## src/rtl/aled_pkg.sv

```systemverilog
package aled_pkg;

  // pwm timer period and the two duty codes derived from it
  localparam int TIMER_PERIOD = 176 + 4;
  localparam logic [7:0] DUTY_ONE  = 8'(TIMER_PERIOD / 2);
  localparam logic [7:0] DUTY_ZERO = 8'(TIMER_PERIOD / 4);

  // leds below this index come from the internal store in automatic mode
  localparam int SYSTEM_SLOTS  = 4;
  localparam int BYTES_PER_LED = 3;
  localparam int CMDQ_DEPTH    = 2;

  // configuration register indexes
  localparam logic [1:0] REG_BRIGHTNESS = 2'd0;
  localparam logic [1:0] REG_AUTO_MODE  = 2'd1;

  localparam logic [7:0] BRIGHTNESS_RESET = 8'hFF;
  localparam logic       AUTO_MODE_RESET  = 1'b1;

  typedef enum logic {
    CMD_WRITE,
    CMD_SEND
  } cmd_kind_t;

  // one classified command, color already in green, red, blue order
  typedef struct packed {
    cmd_kind_t   kind;
    logic [2:0]  slot;
    logic [23:0] grb;
    logic        internal_target;
  } cmd_t;

  typedef struct packed {
    logic [7:0] brightness;
    logic       automatic_mode;
  } cfg_t;

  typedef enum logic [1:0] {
    SEQ_IDLE,
    SEQ_BYTES,
    SEQ_GAP
  } seq_state_t;

  // floor(p / 255) for any p up to 255*255, the product of two bytes
  function automatic logic [7:0] div255(input logic [15:0] p);
    logic [16:0] t;
    t = 17'(p) + 17'd1 + 17'(p[15:8]);
    return t[15:8];
  endfunction

  // msb first, first sent bit in the top byte
  function automatic logic [63:0] expand_byte(input logic [7:0] v);
    logic [63:0] codes;
    for (int k = 0; k < 8; k++) begin
      codes[63 - 8*k -: 8] = v[7 - k] ? DUTY_ONE : DUTY_ZERO;
    end
    return codes;
  endfunction

endpackage

```

## src/rtl/aled_front.sv

```systemverilog
module aled_front #(
  parameter int LED_COUNT = 6
) (
  input  logic          start,
  input  logic          mode,
  input  logic [2:0]    led_slot,
  input  logic [23:0]   color,
  input  logic          internal_target,
  input  logic          q_full,
  output logic          busy,
  output logic          push,
  output aled_pkg::cmd_t cmd
);
  import aled_pkg::*;

  logic slot_ok;

  // writes to slots past the chain are dropped here
  assign slot_ok = (32'(led_slot) < LED_COUNT);
  assign busy    = q_full;
  assign push    = start && !q_full && (mode || slot_ok);

  // classify the beat and reorder the color bytes
  always_comb begin
    cmd.kind            = mode ? CMD_SEND : CMD_WRITE;
    cmd.slot            = led_slot;
    cmd.grb             = {color[15:8], color[23:16], color[7:0]};
    cmd.internal_target = internal_target;
  end

endmodule

```

## src/rtl/aled_cmdq.sv

```systemverilog
module aled_cmdq (
  input  logic           clk,
  input  logic           rst,
  input  logic           push,
  input  aled_pkg::cmd_t push_cmd,
  input  logic           pop,
  output aled_pkg::cmd_t head,
  output logic           full,
  output logic           empty
);
  import aled_pkg::*;

  localparam int PTR_W = $clog2(CMDQ_DEPTH);
  localparam int CNT_W = $clog2(CMDQ_DEPTH + 1);

  cmd_t             entries [CMDQ_DEPTH];
  logic [PTR_W-1:0] wr_ptr;
  logic [PTR_W-1:0] rd_ptr;
  logic [CNT_W-1:0] count;

  assign full  = (count == CNT_W'(CMDQ_DEPTH));
  assign empty = (count == '0);
  assign head  = entries[rd_ptr];

  // pointers and fill count
  always_ff @(posedge clk) begin
    if (rst) begin
      wr_ptr <= '0;
      rd_ptr <= '0;
      count  <= '0;
    end else begin
      if (push) begin
        wr_ptr <= (wr_ptr == PTR_W'(CMDQ_DEPTH - 1)) ? '0 : wr_ptr + 1'b1;
      end
      if (pop) begin
        rd_ptr <= (rd_ptr == PTR_W'(CMDQ_DEPTH - 1)) ? '0 : rd_ptr + 1'b1;
      end
      if (push && !pop) begin
        count <= count + 1'b1;
      end else if (pop && !push) begin
        count <= count - 1'b1;
      end
    end
  end

  // entry storage
  always_ff @(posedge clk) begin
    if (push) begin
      entries[wr_ptr] <= push_cmd;
    end
  end

endmodule

```

## src/rtl/aled_back.sv

```systemverilog
module aled_back #(
  parameter int LED_COUNT = 6
) (
  input  logic           clk,
  input  logic           rst,
  input  aled_pkg::cfg_t cfg,
  input  logic           q_empty,
  input  aled_pkg::cmd_t q_cmd,
  output logic           q_pop,
  output logic           result_strobe,
  output logic [4:0]     byte_position,
  output logic [7:0]     scaled_value,
  output logic [63:0]    duty_codes,
  output logic           reset_gap,
  output logic           last
);
  import aled_pkg::*;

  localparam int FRAME_BYTES = LED_COUNT * BYTES_PER_LED;
  localparam int LED_W       = $clog2(LED_COUNT);
  localparam int POS_W       = $clog2(FRAME_BYTES);
  localparam logic [POS_W-1:0] LAST_POS = POS_W'(FRAME_BYTES - 1);

  seq_state_t state;
  seq_state_t state_next;

  logic [LED_W-1:0] led_idx;
  logic [1:0]       byte_sel;
  logic [POS_W-1:0] pos;

  logic             load;
  logic             issue_byte;
  logic             issue_gap;
  logic             we_int;
  logic             we_usr;
  logic [LED_W-1:0] wr_idx;

  // color stores, one 24-bit row per led, valid bit per row
  logic [23:0]          int_mem [LED_COUNT];
  logic [23:0]          usr_mem [LED_COUNT];
  logic [LED_COUNT-1:0] int_vld;
  logic [LED_COUNT-1:0] usr_vld;
  logic [23:0]          int_row;
  logic [23:0]          usr_row;
  logic                 int_ok;
  logic                 usr_ok;

  logic             s1_valid;
  logic             s1_gap;
  logic [POS_W-1:0] s1_pos;
  logic [1:0]       s1_sel;
  logic             s1_int;

  logic [23:0]      pick_row;
  logic [7:0]       pick_byte;

  logic             s2_valid;
  logic             s2_gap;
  logic [POS_W-1:0] s2_pos;
  logic [15:0]      s2_prod;

  // sequencer next state
  always_comb begin
    state_next = state;
    unique case (state)
      SEQ_IDLE: begin
        if (!q_empty && q_cmd.kind == CMD_SEND) begin
          state_next = SEQ_BYTES;
        end
      end
      SEQ_BYTES: begin
        if (pos == LAST_POS) begin
          state_next = SEQ_GAP;
        end
      end
      SEQ_GAP: begin
        state_next = SEQ_IDLE;
      end
      default: begin
        state_next = SEQ_IDLE;
      end
    endcase
  end

  // sequencer outputs
  always_comb begin
    q_pop      = 1'b0;
    load       = 1'b0;
    issue_byte = 1'b0;
    issue_gap  = 1'b0;
    we_int     = 1'b0;
    we_usr     = 1'b0;
    unique case (state)
      SEQ_IDLE: begin
        q_pop  = !q_empty;
        load   = !q_empty && q_cmd.kind == CMD_SEND;
        we_int = !q_empty && q_cmd.kind == CMD_WRITE && q_cmd.internal_target;
        we_usr = !q_empty && q_cmd.kind == CMD_WRITE && !q_cmd.internal_target;
      end
      SEQ_BYTES: begin
        issue_byte = 1'b1;
      end
      SEQ_GAP: begin
        issue_gap = 1'b1;
      end
      default: begin
        q_pop = 1'b0;
      end
    endcase
  end

  always_ff @(posedge clk) begin
    if (rst) begin
      state <= SEQ_IDLE;
    end else begin
      state <= state_next;
    end
  end

  // frame walk counters
  always_ff @(posedge clk) begin
    if (rst) begin
      led_idx  <= '0;
      byte_sel <= '0;
      pos      <= '0;
    end else if (load) begin
      led_idx  <= '0;
      byte_sel <= '0;
      pos      <= '0;
    end else if (issue_byte) begin
      pos <= pos + 1'b1;
      if (byte_sel == 2'(BYTES_PER_LED - 1)) begin
        byte_sel <= '0;
        led_idx  <= led_idx + 1'b1;
      end else begin
        byte_sel <= byte_sel + 1'b1;
      end
    end
  end

  assign wr_idx = LED_W'(q_cmd.slot);

  // store writes and registered row reads
  always_ff @(posedge clk) begin
    if (we_int) begin
      int_mem[wr_idx] <= q_cmd.grb;
    end
    if (we_usr) begin
      usr_mem[wr_idx] <= q_cmd.grb;
    end
    if (issue_byte) begin
      int_row <= int_mem[led_idx];
      usr_row <= usr_mem[led_idx];
    end
  end

  always_ff @(posedge clk) begin
    if (rst) begin
      int_vld <= '0;
      usr_vld <= '0;
      int_ok  <= 1'b0;
      usr_ok  <= 1'b0;
    end else begin
      if (we_int) begin
        int_vld[wr_idx] <= 1'b1;
      end
      if (we_usr) begin
        usr_vld[wr_idx] <= 1'b1;
      end
      if (issue_byte) begin
        int_ok <= int_vld[led_idx];
        usr_ok <= usr_vld[led_idx];
      end
    end
  end

  // stage 1 tag, aligned with the row read
  always_ff @(posedge clk) begin
    if (rst) begin
      s1_valid <= 1'b0;
    end else begin
      s1_valid <= issue_byte || issue_gap;
    end
  end

  always_ff @(posedge clk) begin
    s1_gap <= issue_gap;
    s1_pos <= pos;
    s1_sel <= byte_sel;
    s1_int <= cfg.automatic_mode && (32'(led_idx) < SYSTEM_SLOTS);
  end

  // pick the store and the byte within the row, zero for the gap beat
  always_comb begin
    if (s1_int) begin
      pick_row = int_ok ? int_row : '0;
    end else begin
      pick_row = usr_ok ? usr_row : '0;
    end
    case (s1_sel)
      2'd0:    pick_byte = pick_row[23:16];
      2'd1:    pick_byte = pick_row[15:8];
      default: pick_byte = pick_row[7:0];
    endcase
    if (s1_gap) begin
      pick_byte = '0;
    end
  end

  // stage 2 brightness product
  always_ff @(posedge clk) begin
    if (rst) begin
      s2_valid <= 1'b0;
    end else begin
      s2_valid <= s1_valid;
    end
  end

  always_ff @(posedge clk) begin
    s2_gap  <= s1_gap;
    s2_pos  <= s1_pos;
    s2_prod <= 16'(pick_byte) * 16'(cfg.brightness);
  end

  // stage 3 scale, expand and present the beat
  always_ff @(posedge clk) begin
    if (rst) begin
      result_strobe <= 1'b0;
    end else begin
      result_strobe <= s2_valid;
    end
  end

  always_ff @(posedge clk) begin
    reset_gap <= s2_gap;
    last      <= s2_gap;
    if (s2_gap) begin
      byte_position <= 5'(FRAME_BYTES);
      scaled_value  <= '0;
      duty_codes    <= '0;
    end else begin
      byte_position <= 5'(s2_pos);
      scaled_value  <= div255(s2_prod);
      duty_codes    <= expand_byte(div255(s2_prod));
    end
  end

endmodule

```

## src/rtl/addressable_led_frame_encoder.sv

```systemverilog
// channel   | handshake            | payload
// ----------+----------------------+---------------------------------------------
// command   | start / busy         | mode, led_slot, color, internal_target
// config    | cfg_we               | cfg_index, cfg_data
// result    | result_strobe        | byte_position, scaled_value, duty_codes,
//           |                      | reset_gap, last
//
// a command beat is taken when start is high and busy is low; busy means the
// two-entry command queue is full. a write is queued and lands in its store
// when the sequencer, while idle, takes it from the queue.
// a transmit occupies the sequencer through its byte and gap states and puts
// out LED_COUNT*3 + 1 result beats on consecutive cycles; the command passes
// through the queue and the sequencer, then the row read, brightness multiply
// and scale/expand stages, before the first beat appears.
// rst is synchronous; it clears the queue, sequencer, config and valid bits only.
// results are shown for one cycle each and cannot be held off.
module addressable_led_frame_encoder #(
  parameter int LED_COUNT = 6
) (
  input  logic        clk,
  input  logic        rst,
  input  logic        start,
  output logic        busy,
  input  logic        mode,
  input  logic [2:0]  led_slot,
  input  logic [23:0] color,
  input  logic        internal_target,
  input  logic        cfg_we,
  input  logic [1:0]  cfg_index,
  input  logic [7:0]  cfg_data,
  output logic        result_strobe,
  output logic [4:0]  byte_position,
  output logic [7:0]  scaled_value,
  output logic [63:0] duty_codes,
  output logic        reset_gap,
  output logic        last
);
  import aled_pkg::*;

  cfg_t cfg;
  cmd_t push_cmd;
  cmd_t head;
  logic push;
  logic pop;
  logic q_full;
  logic q_empty;

  // configuration registers
  always_ff @(posedge clk) begin
    if (rst) begin
      cfg.brightness     <= BRIGHTNESS_RESET;
      cfg.automatic_mode <= AUTO_MODE_RESET;
    end else if (cfg_we) begin
      unique case (cfg_index)
        REG_BRIGHTNESS: cfg.brightness     <= cfg_data;
        REG_AUTO_MODE:  cfg.automatic_mode <= cfg_data[0];
        default:        cfg.brightness     <= cfg.brightness;
      endcase
    end
  end

  aled_front #(
    .LED_COUNT (LED_COUNT)
  ) u_front (
    .start           (start),
    .mode            (mode),
    .led_slot        (led_slot),
    .color           (color),
    .internal_target (internal_target),
    .q_full          (q_full),
    .busy            (busy),
    .push            (push),
    .cmd             (push_cmd)
  );

  aled_cmdq u_cmdq (
    .clk      (clk),
    .rst      (rst),
    .push     (push),
    .push_cmd (push_cmd),
    .pop      (pop),
    .head     (head),
    .full     (q_full),
    .empty    (q_empty)
  );

  aled_back #(
    .LED_COUNT (LED_COUNT)
  ) u_back (
    .clk           (clk),
    .rst           (rst),
    .cfg           (cfg),
    .q_empty       (q_empty),
    .q_cmd         (head),
    .q_pop         (pop),
    .result_strobe (result_strobe),
    .byte_position (byte_position),
    .scaled_value  (scaled_value),
    .duty_codes    (duty_codes),
    .reset_gap     (reset_gap),
    .last          (last)
  );

endmodule

```

## config.mk

```make
export PLATFORM = sky130hd
export DESIGN_NAME = addressable_led_frame_encoder
export DESIGN_NICKNAME = d
export VERILOG_FILES = /design/src/rtl/aled_pkg.sv /design/src/rtl/aled_front.sv /design/src/rtl/aled_cmdq.sv /design/src/rtl/aled_back.sv /design/src/rtl/addressable_led_frame_encoder.sv
export SDC_FILE = /design/constraint.sdc
export NUM_CORES = 1
export LEC_CHECK = 0
export ABC_AREA = 1
export BUFFER_PORTS_ARGS = -buffer_cell sky130_fd_sc_hd__buf_4
export CORE_ASPECT_RATIO = 0.6
export CORE_MARGIN = 5
export CORE_UTILIZATION = 41
export CTS_BUF_LIST = sky130_fd_sc_hd__clkbuf_4 sky130_fd_sc_hd__clkbuf_8
export CTS_CLUSTER_DIAMETER = 60
export DETAILED_ROUTE_END_ITERATION = 6
export GPL_TIMING_DRIVEN = 0
export SYNTH_ARGS = -nofsm -noshare
export SYNTH_HDL_FRONTEND = slang
export SYNTH_SLANG_ARGS = --single-unit
```

## constraint.sdc

```tcl
create_clock -name clk -period 9.39 [get_ports clk]
set_input_delay 0.939 -clock clk [delete_from_list [all_inputs] [get_ports clk]]
set_output_delay 0.939 -clock clk [all_outputs]
set_load 0.01 [all_outputs]
```

==> flow_results.xml <==
<?xml version="1.0" encoding="UTF-8"?>
<metrics>
  <group name="cts">
    <metric name="clock_latency" unit="ns">0.64</metric>
    <metric name="ctsHoldBuffers" unit="">0</metric>
    <metric name="numCtsBuffers" unit="">74</metric>
    <metric name="tritoncts_clock_tree" unit="">done</metric>
    <metric name="cts_setup_buffers" unit="">0</metric>
    <metric name="cts.path.max_buffers" unit="">3</metric>
    <metric name="clock_tree.htree_level_count" unit="">3</metric>
    <metric name="numClockSinks" unit="">491</metric>
    <metric name="clock_root_buffer" unit="">clkbuf_8</metric>
    <metric name="post_cts_resized" unit="">0</metric>
    <metric name="clk_pin_slew_worst_paths" unit="ns">0.07</metric>
  </group>
  <group name="run_status">
    <metric name="run_status" unit="">completed</metric>
  </group>
  <group name="grt">
    <metric name="grt_antenna_before_repair" unit="">0</metric>
    <metric name="grt_first_pass_wirelength" unit="mm">86.7</metric>
    <metric name="pin_count_of_the_biggest_net_entering_global_routing" unit="">28</metric>
    <metric name="grt_use_total" unit="%">20.8</metric>
    <metric name="grt_overflow_total" unit="">0</metric>
    <metric name="number_of_global_route_vias_before_repair" unit="">13803</metric>
  </group>
  <group name="sta">
    <metric name="setup_slack" unit="ns">4.02</metric>
    <metric name="post_layout_min_period" unit="ns">5.37</metric>
    <metric name="finalCritPeriodShare" unit="%">57.2</metric>
    <metric name="setup_viol" unit="">0</metric>
    <metric name="skew" unit="ns">0.0312</metric>
    <metric name="fin_setup_tns" unit="ns">0</metric>
    <metric name="max_slew_violation_count" unit="">0</metric>
    <metric name="hold_violations" unit="">0</metric>
    <metric name="max_freq" unit="MHz">186</metric>
    <metric name="actual_slew_at_the_worst_max_slew_pin" unit="ns">1.36</metric>
    <metric name="slew_headroom" unit="%">9.15</metric>
    <metric name="rsz0062_at_grt" unit="">false</metric>
  </group>
  <group name="floorplanning">
    <metric name="die_width" unit="microns">303</metric>
    <metric name="start_util" unit="%">41.5</metric>
    <metric name="die_area" unit="sq um">56300</metric>
    <metric name="floorplan.core_area" unit="sq um">50900</metric>
    <metric name="die_height" unit="microns">186</metric>
    <metric name="rows" unit="">64</metric>
    <metric name="boundaryPins" unit="">124</metric>
  </group>
  <group name="synth">
    <metric name="dominantRegCellSynth" unit="">edfxtp_1</metric>
    <metric name="ys_types" unit="">38</metric>
    <metric name="synth_seq_cells" unit="">491</metric>
    <metric name="synth_cells" unit="">1791</metric>
    <metric name="synth_area" unit="sq um">21100</metric>
    <metric name="average_cell_area_after_synthesis" unit="sq um">11.8</metric>
    <metric name="synth-edff-count" unit="">394</metric>
    <metric name="yosys_warnings" unit="">0</metric>
    <metric name="synth_seq_area_share" unit="%">65.2</metric>
    <metric name="async_reset_ff_share" unit="%">0</metric>
  </group>
  <group name="final_layout">
    <metric name="areaGrowthSynthToFinish" unit="%">16.2</metric>
    <metric name="antennaDiodeCount" unit="">0</metric>
    <metric name="fraction_of_final_layout_cells_with_drive_strength_greater_than_1" unit="%">19.2</metric>
    <metric name="multi_input_comb_area" unit="sq um">5990</metric>
    <metric name="register_area" unit="sq um">13800</metric>
    <metric name="design.final.nets" unit="">2124</metric>
    <metric name="nFillCells" unit="">4614</metric>
    <metric name="final_cell_mix" unit="">edfxtp_1 (394), nand2_1 (305), nor2_1 (182), buf_4 (171), inv_1 (166)</metric>
    <metric name="layout.cells.most_common" unit="">edfxtp_1</metric>
  </group>
  <group name="drt">
    <metric name="routed-via-count" unit="">14214</metric>
    <metric name="detail_route.wl_per_cell" unit="microns">21.4</metric>
    <metric name="detail_route.vias_per_cell" unit="">5.18</metric>
    <metric name="remaining_drc_errors" unit="">0</metric>
    <metric name="detailedRoute.firstIterationViolations" unit="">1556</metric>
    <metric name="drt_first_pass_iters" unit="">5</metric>
    <metric name="antenna_violating_nets_post_route" unit="">0</metric>
    <metric name="detail_route.wirelength" unit="mm">58.7</metric>
  </group>
  <group name="setup_path">
    <metric name="worst_case_register_to_register_setup_slack" unit="ns">4.02</metric>
    <metric name="critPathSlowestCell" unit="">fa_1</metric>
    <metric name="critical_path.most_common_cell" unit="">inv_1</metric>
    <metric name="critPathMaxFanout" unit="">9</metric>
    <metric name="timing.critical_path.required" unit="ns">9.92</metric>
    <metric name="arrival" unit="ns">5.90</metric>
    <metric name="critical_path.endpoint_type" unit="">flip-flop</metric>
    <metric name="cp_slowest_stage_delay" unit="ns">0.55</metric>
    <metric name="crit_chain" unit="">clkbuf_1, inv_1, o211ai_1, nand3_2, inv_1, nand2_1, fa_1, fa_1, inv_1, fa_1, inv_1, fa_1, inv_1, ha_1, a21o_1, o21ai_0, nand3_1, xor2_1</metric>
    <metric name="crit_type" unit="">reg -&gt; reg</metric>
    <metric name="cp-start-kind" unit="">flip-flop</metric>
  </group>
  <group name="placed_design">
    <metric name="hpwlAfterDp" unit="mm">40.2</metric>
    <metric name="port-buffer-count" unit="">114</metric>
    <metric name="place.gp.congestion" unit="">0.894</metric>
    <metric name="place_worst_setup_slack" unit="ns">4.06</metric>
  </group>
  <group name="power_and_ir_drop">
    <metric name="power_per_cell_area" unit="nW/um^2">248</metric>
    <metric name="total_leakage_power" unit="nW">9.75</metric>
    <metric name="ir_worst_vdd" unit="V">0.000113</metric>
  </group>
  <group name="hold_path">
    <metric name="timing.hold.worst.class" unit="">reg -&gt; reg</metric>
  </group>
  <group name="job">
    <metric name="max_cap_violations" unit="">0</metric>
  </group>
</metrics>
registers in the layout, summed over array words and instances (netlist names), 2 cells and up, named ones only:
signal and cells:
u_back.s2_pos 5, u_cmdq.entries 58, u_cmdq.count 2, u_back.s2_prod 16, u_back.s1_sel 2, u_back.state 2, u_back.usr_mem 144, u_back.byte_position 5
u_back.s1_pos 5, u_back.scaled_value 7, cfg 9, u_back.usr_row 24, u_back.int_vld 6, u_back.int_mem 144, u_back.led_idx 3, u_back.pos 5
u_back.int_row 24, u_back.byte_sel 2, u_back.duty_codes 10, u_back.usr_vld 6
synth_stat cells, types with 5 or more instances:
master	instances	share of area, %
nand2_1	305	5.4
buf_2	27	0.64
nand3_2	7	0.33
mux2_2	24	1.3
nor2_1	184	3.3
dfxtp_1	97	9.2
nand3_1	36	0.85
edfxtp_1	394	56
buf_4	57	2.0
a21oi_1	90	2.1
o211ai_1	14	0.50
a32o_1	48	2.3
o22ai_1	48	1.4
or2_2	6	0.18
inv_2	9	0.16
nor2_2	6	0.18
clkbuf_1	35	0.62
inv_1	173	3.1
o21ai_0	84	2.0
nand4_1	7	0.21
a21oi_2	5	0.21
ha_1	50	3.0
fa_1	36	3.4
xor2_1	10	0.41
buf_1	6	0.11
nor3_1	8	0.19
path summary, 6_finish.rpt:
check                       end        startpoint  cells past startpoint
max          u_back.s2_prod[12]  u_back.s1_sel[1]                     18
min            u_back.s2_pos[4]  u_back.s1_pos[4]                      0
max reg2reg  u_back.s2_prod[12]  u_back.s1_sel[1]                     18
min reg2reg    u_back.s2_pos[4]  u_back.s1_pos[4]                      0
per-stage QoR:
| step | util [%] | std cells | hold WS (ns) | cell area [sq um] | power (W) |
|---|---|---|---|---|---|
| floorplan | - | 1798 | 0.310 | 21200 | 0.00370 |
| global placement | 44.9 | 2605 | 0.313 | 22900 | 0.00426 |
| detailed placement | 45.1 | 2608 | 0.316 | 23000 | 0.00430 |
| CTS | 48.0 | 2738 | 0.326 | 24500 | 0.00611 |
| global route | 48.2 | 2742 | 0.333 | 24600 | 0.00641 |
| finish | 48.2 | 2742 | 0.317 | 24600 | 0.00608 |
report_power, final:
part,switching [W],leakage [nW],total (W),internal [W]
Clock,0.000837,0.781,0.00180,0.000962
Sequential,0.000119,4.36,0.00280,0.00268
Combinational,0.000929,4.61,0.00148,0.000553
kinds of logic after synthesis:
| logic type | share of synthesized area (%) |
|---|---|
| multiplexers | 1.28 |
| AO/OA/AOI/OAI | 9.21 |
| flip-flops | 65.2 |
| AND/OR/NAND/NOR | 10.7 |
| adder cells (fa/ha/maj) | 6.37 |
| buffers and inverters | 6.68 |
| other | 0.0178 |
| XOR/XNOR | 0.539 |
area by class of cell:
cell class,count,share of cell area [%]
timing repair buffer,121,4.21
multi-input combinational,999,24.4
clock inverter,26,0.866
buffer,126,2.97
inverter,182,2.78
clock buffer,104,5.19
sequential,491,56.1
tap,693,3.53
routing by layer:
metal | part of all wire (%) | GRT usage [%]
met4 | 1.3 | 4.21
met5 | 0 | 0
met3 | 10 | 6.28
met2 | 38 | 26.6
met1 | 50 | 34.2
worst max-delay path: cells and delay by family, from the launching register on:
kind	cells	cell delay [ns]
AOI/OAI and AO/OA	3	0.69
xor gates and xnor gates	1	0.26
adders and majority gates	5	2.47
buffers and inverters	6	1.03
DFF	1	0.31
and+or+nand+nor	3	0.50
Power figures use the tool's default switching activity.
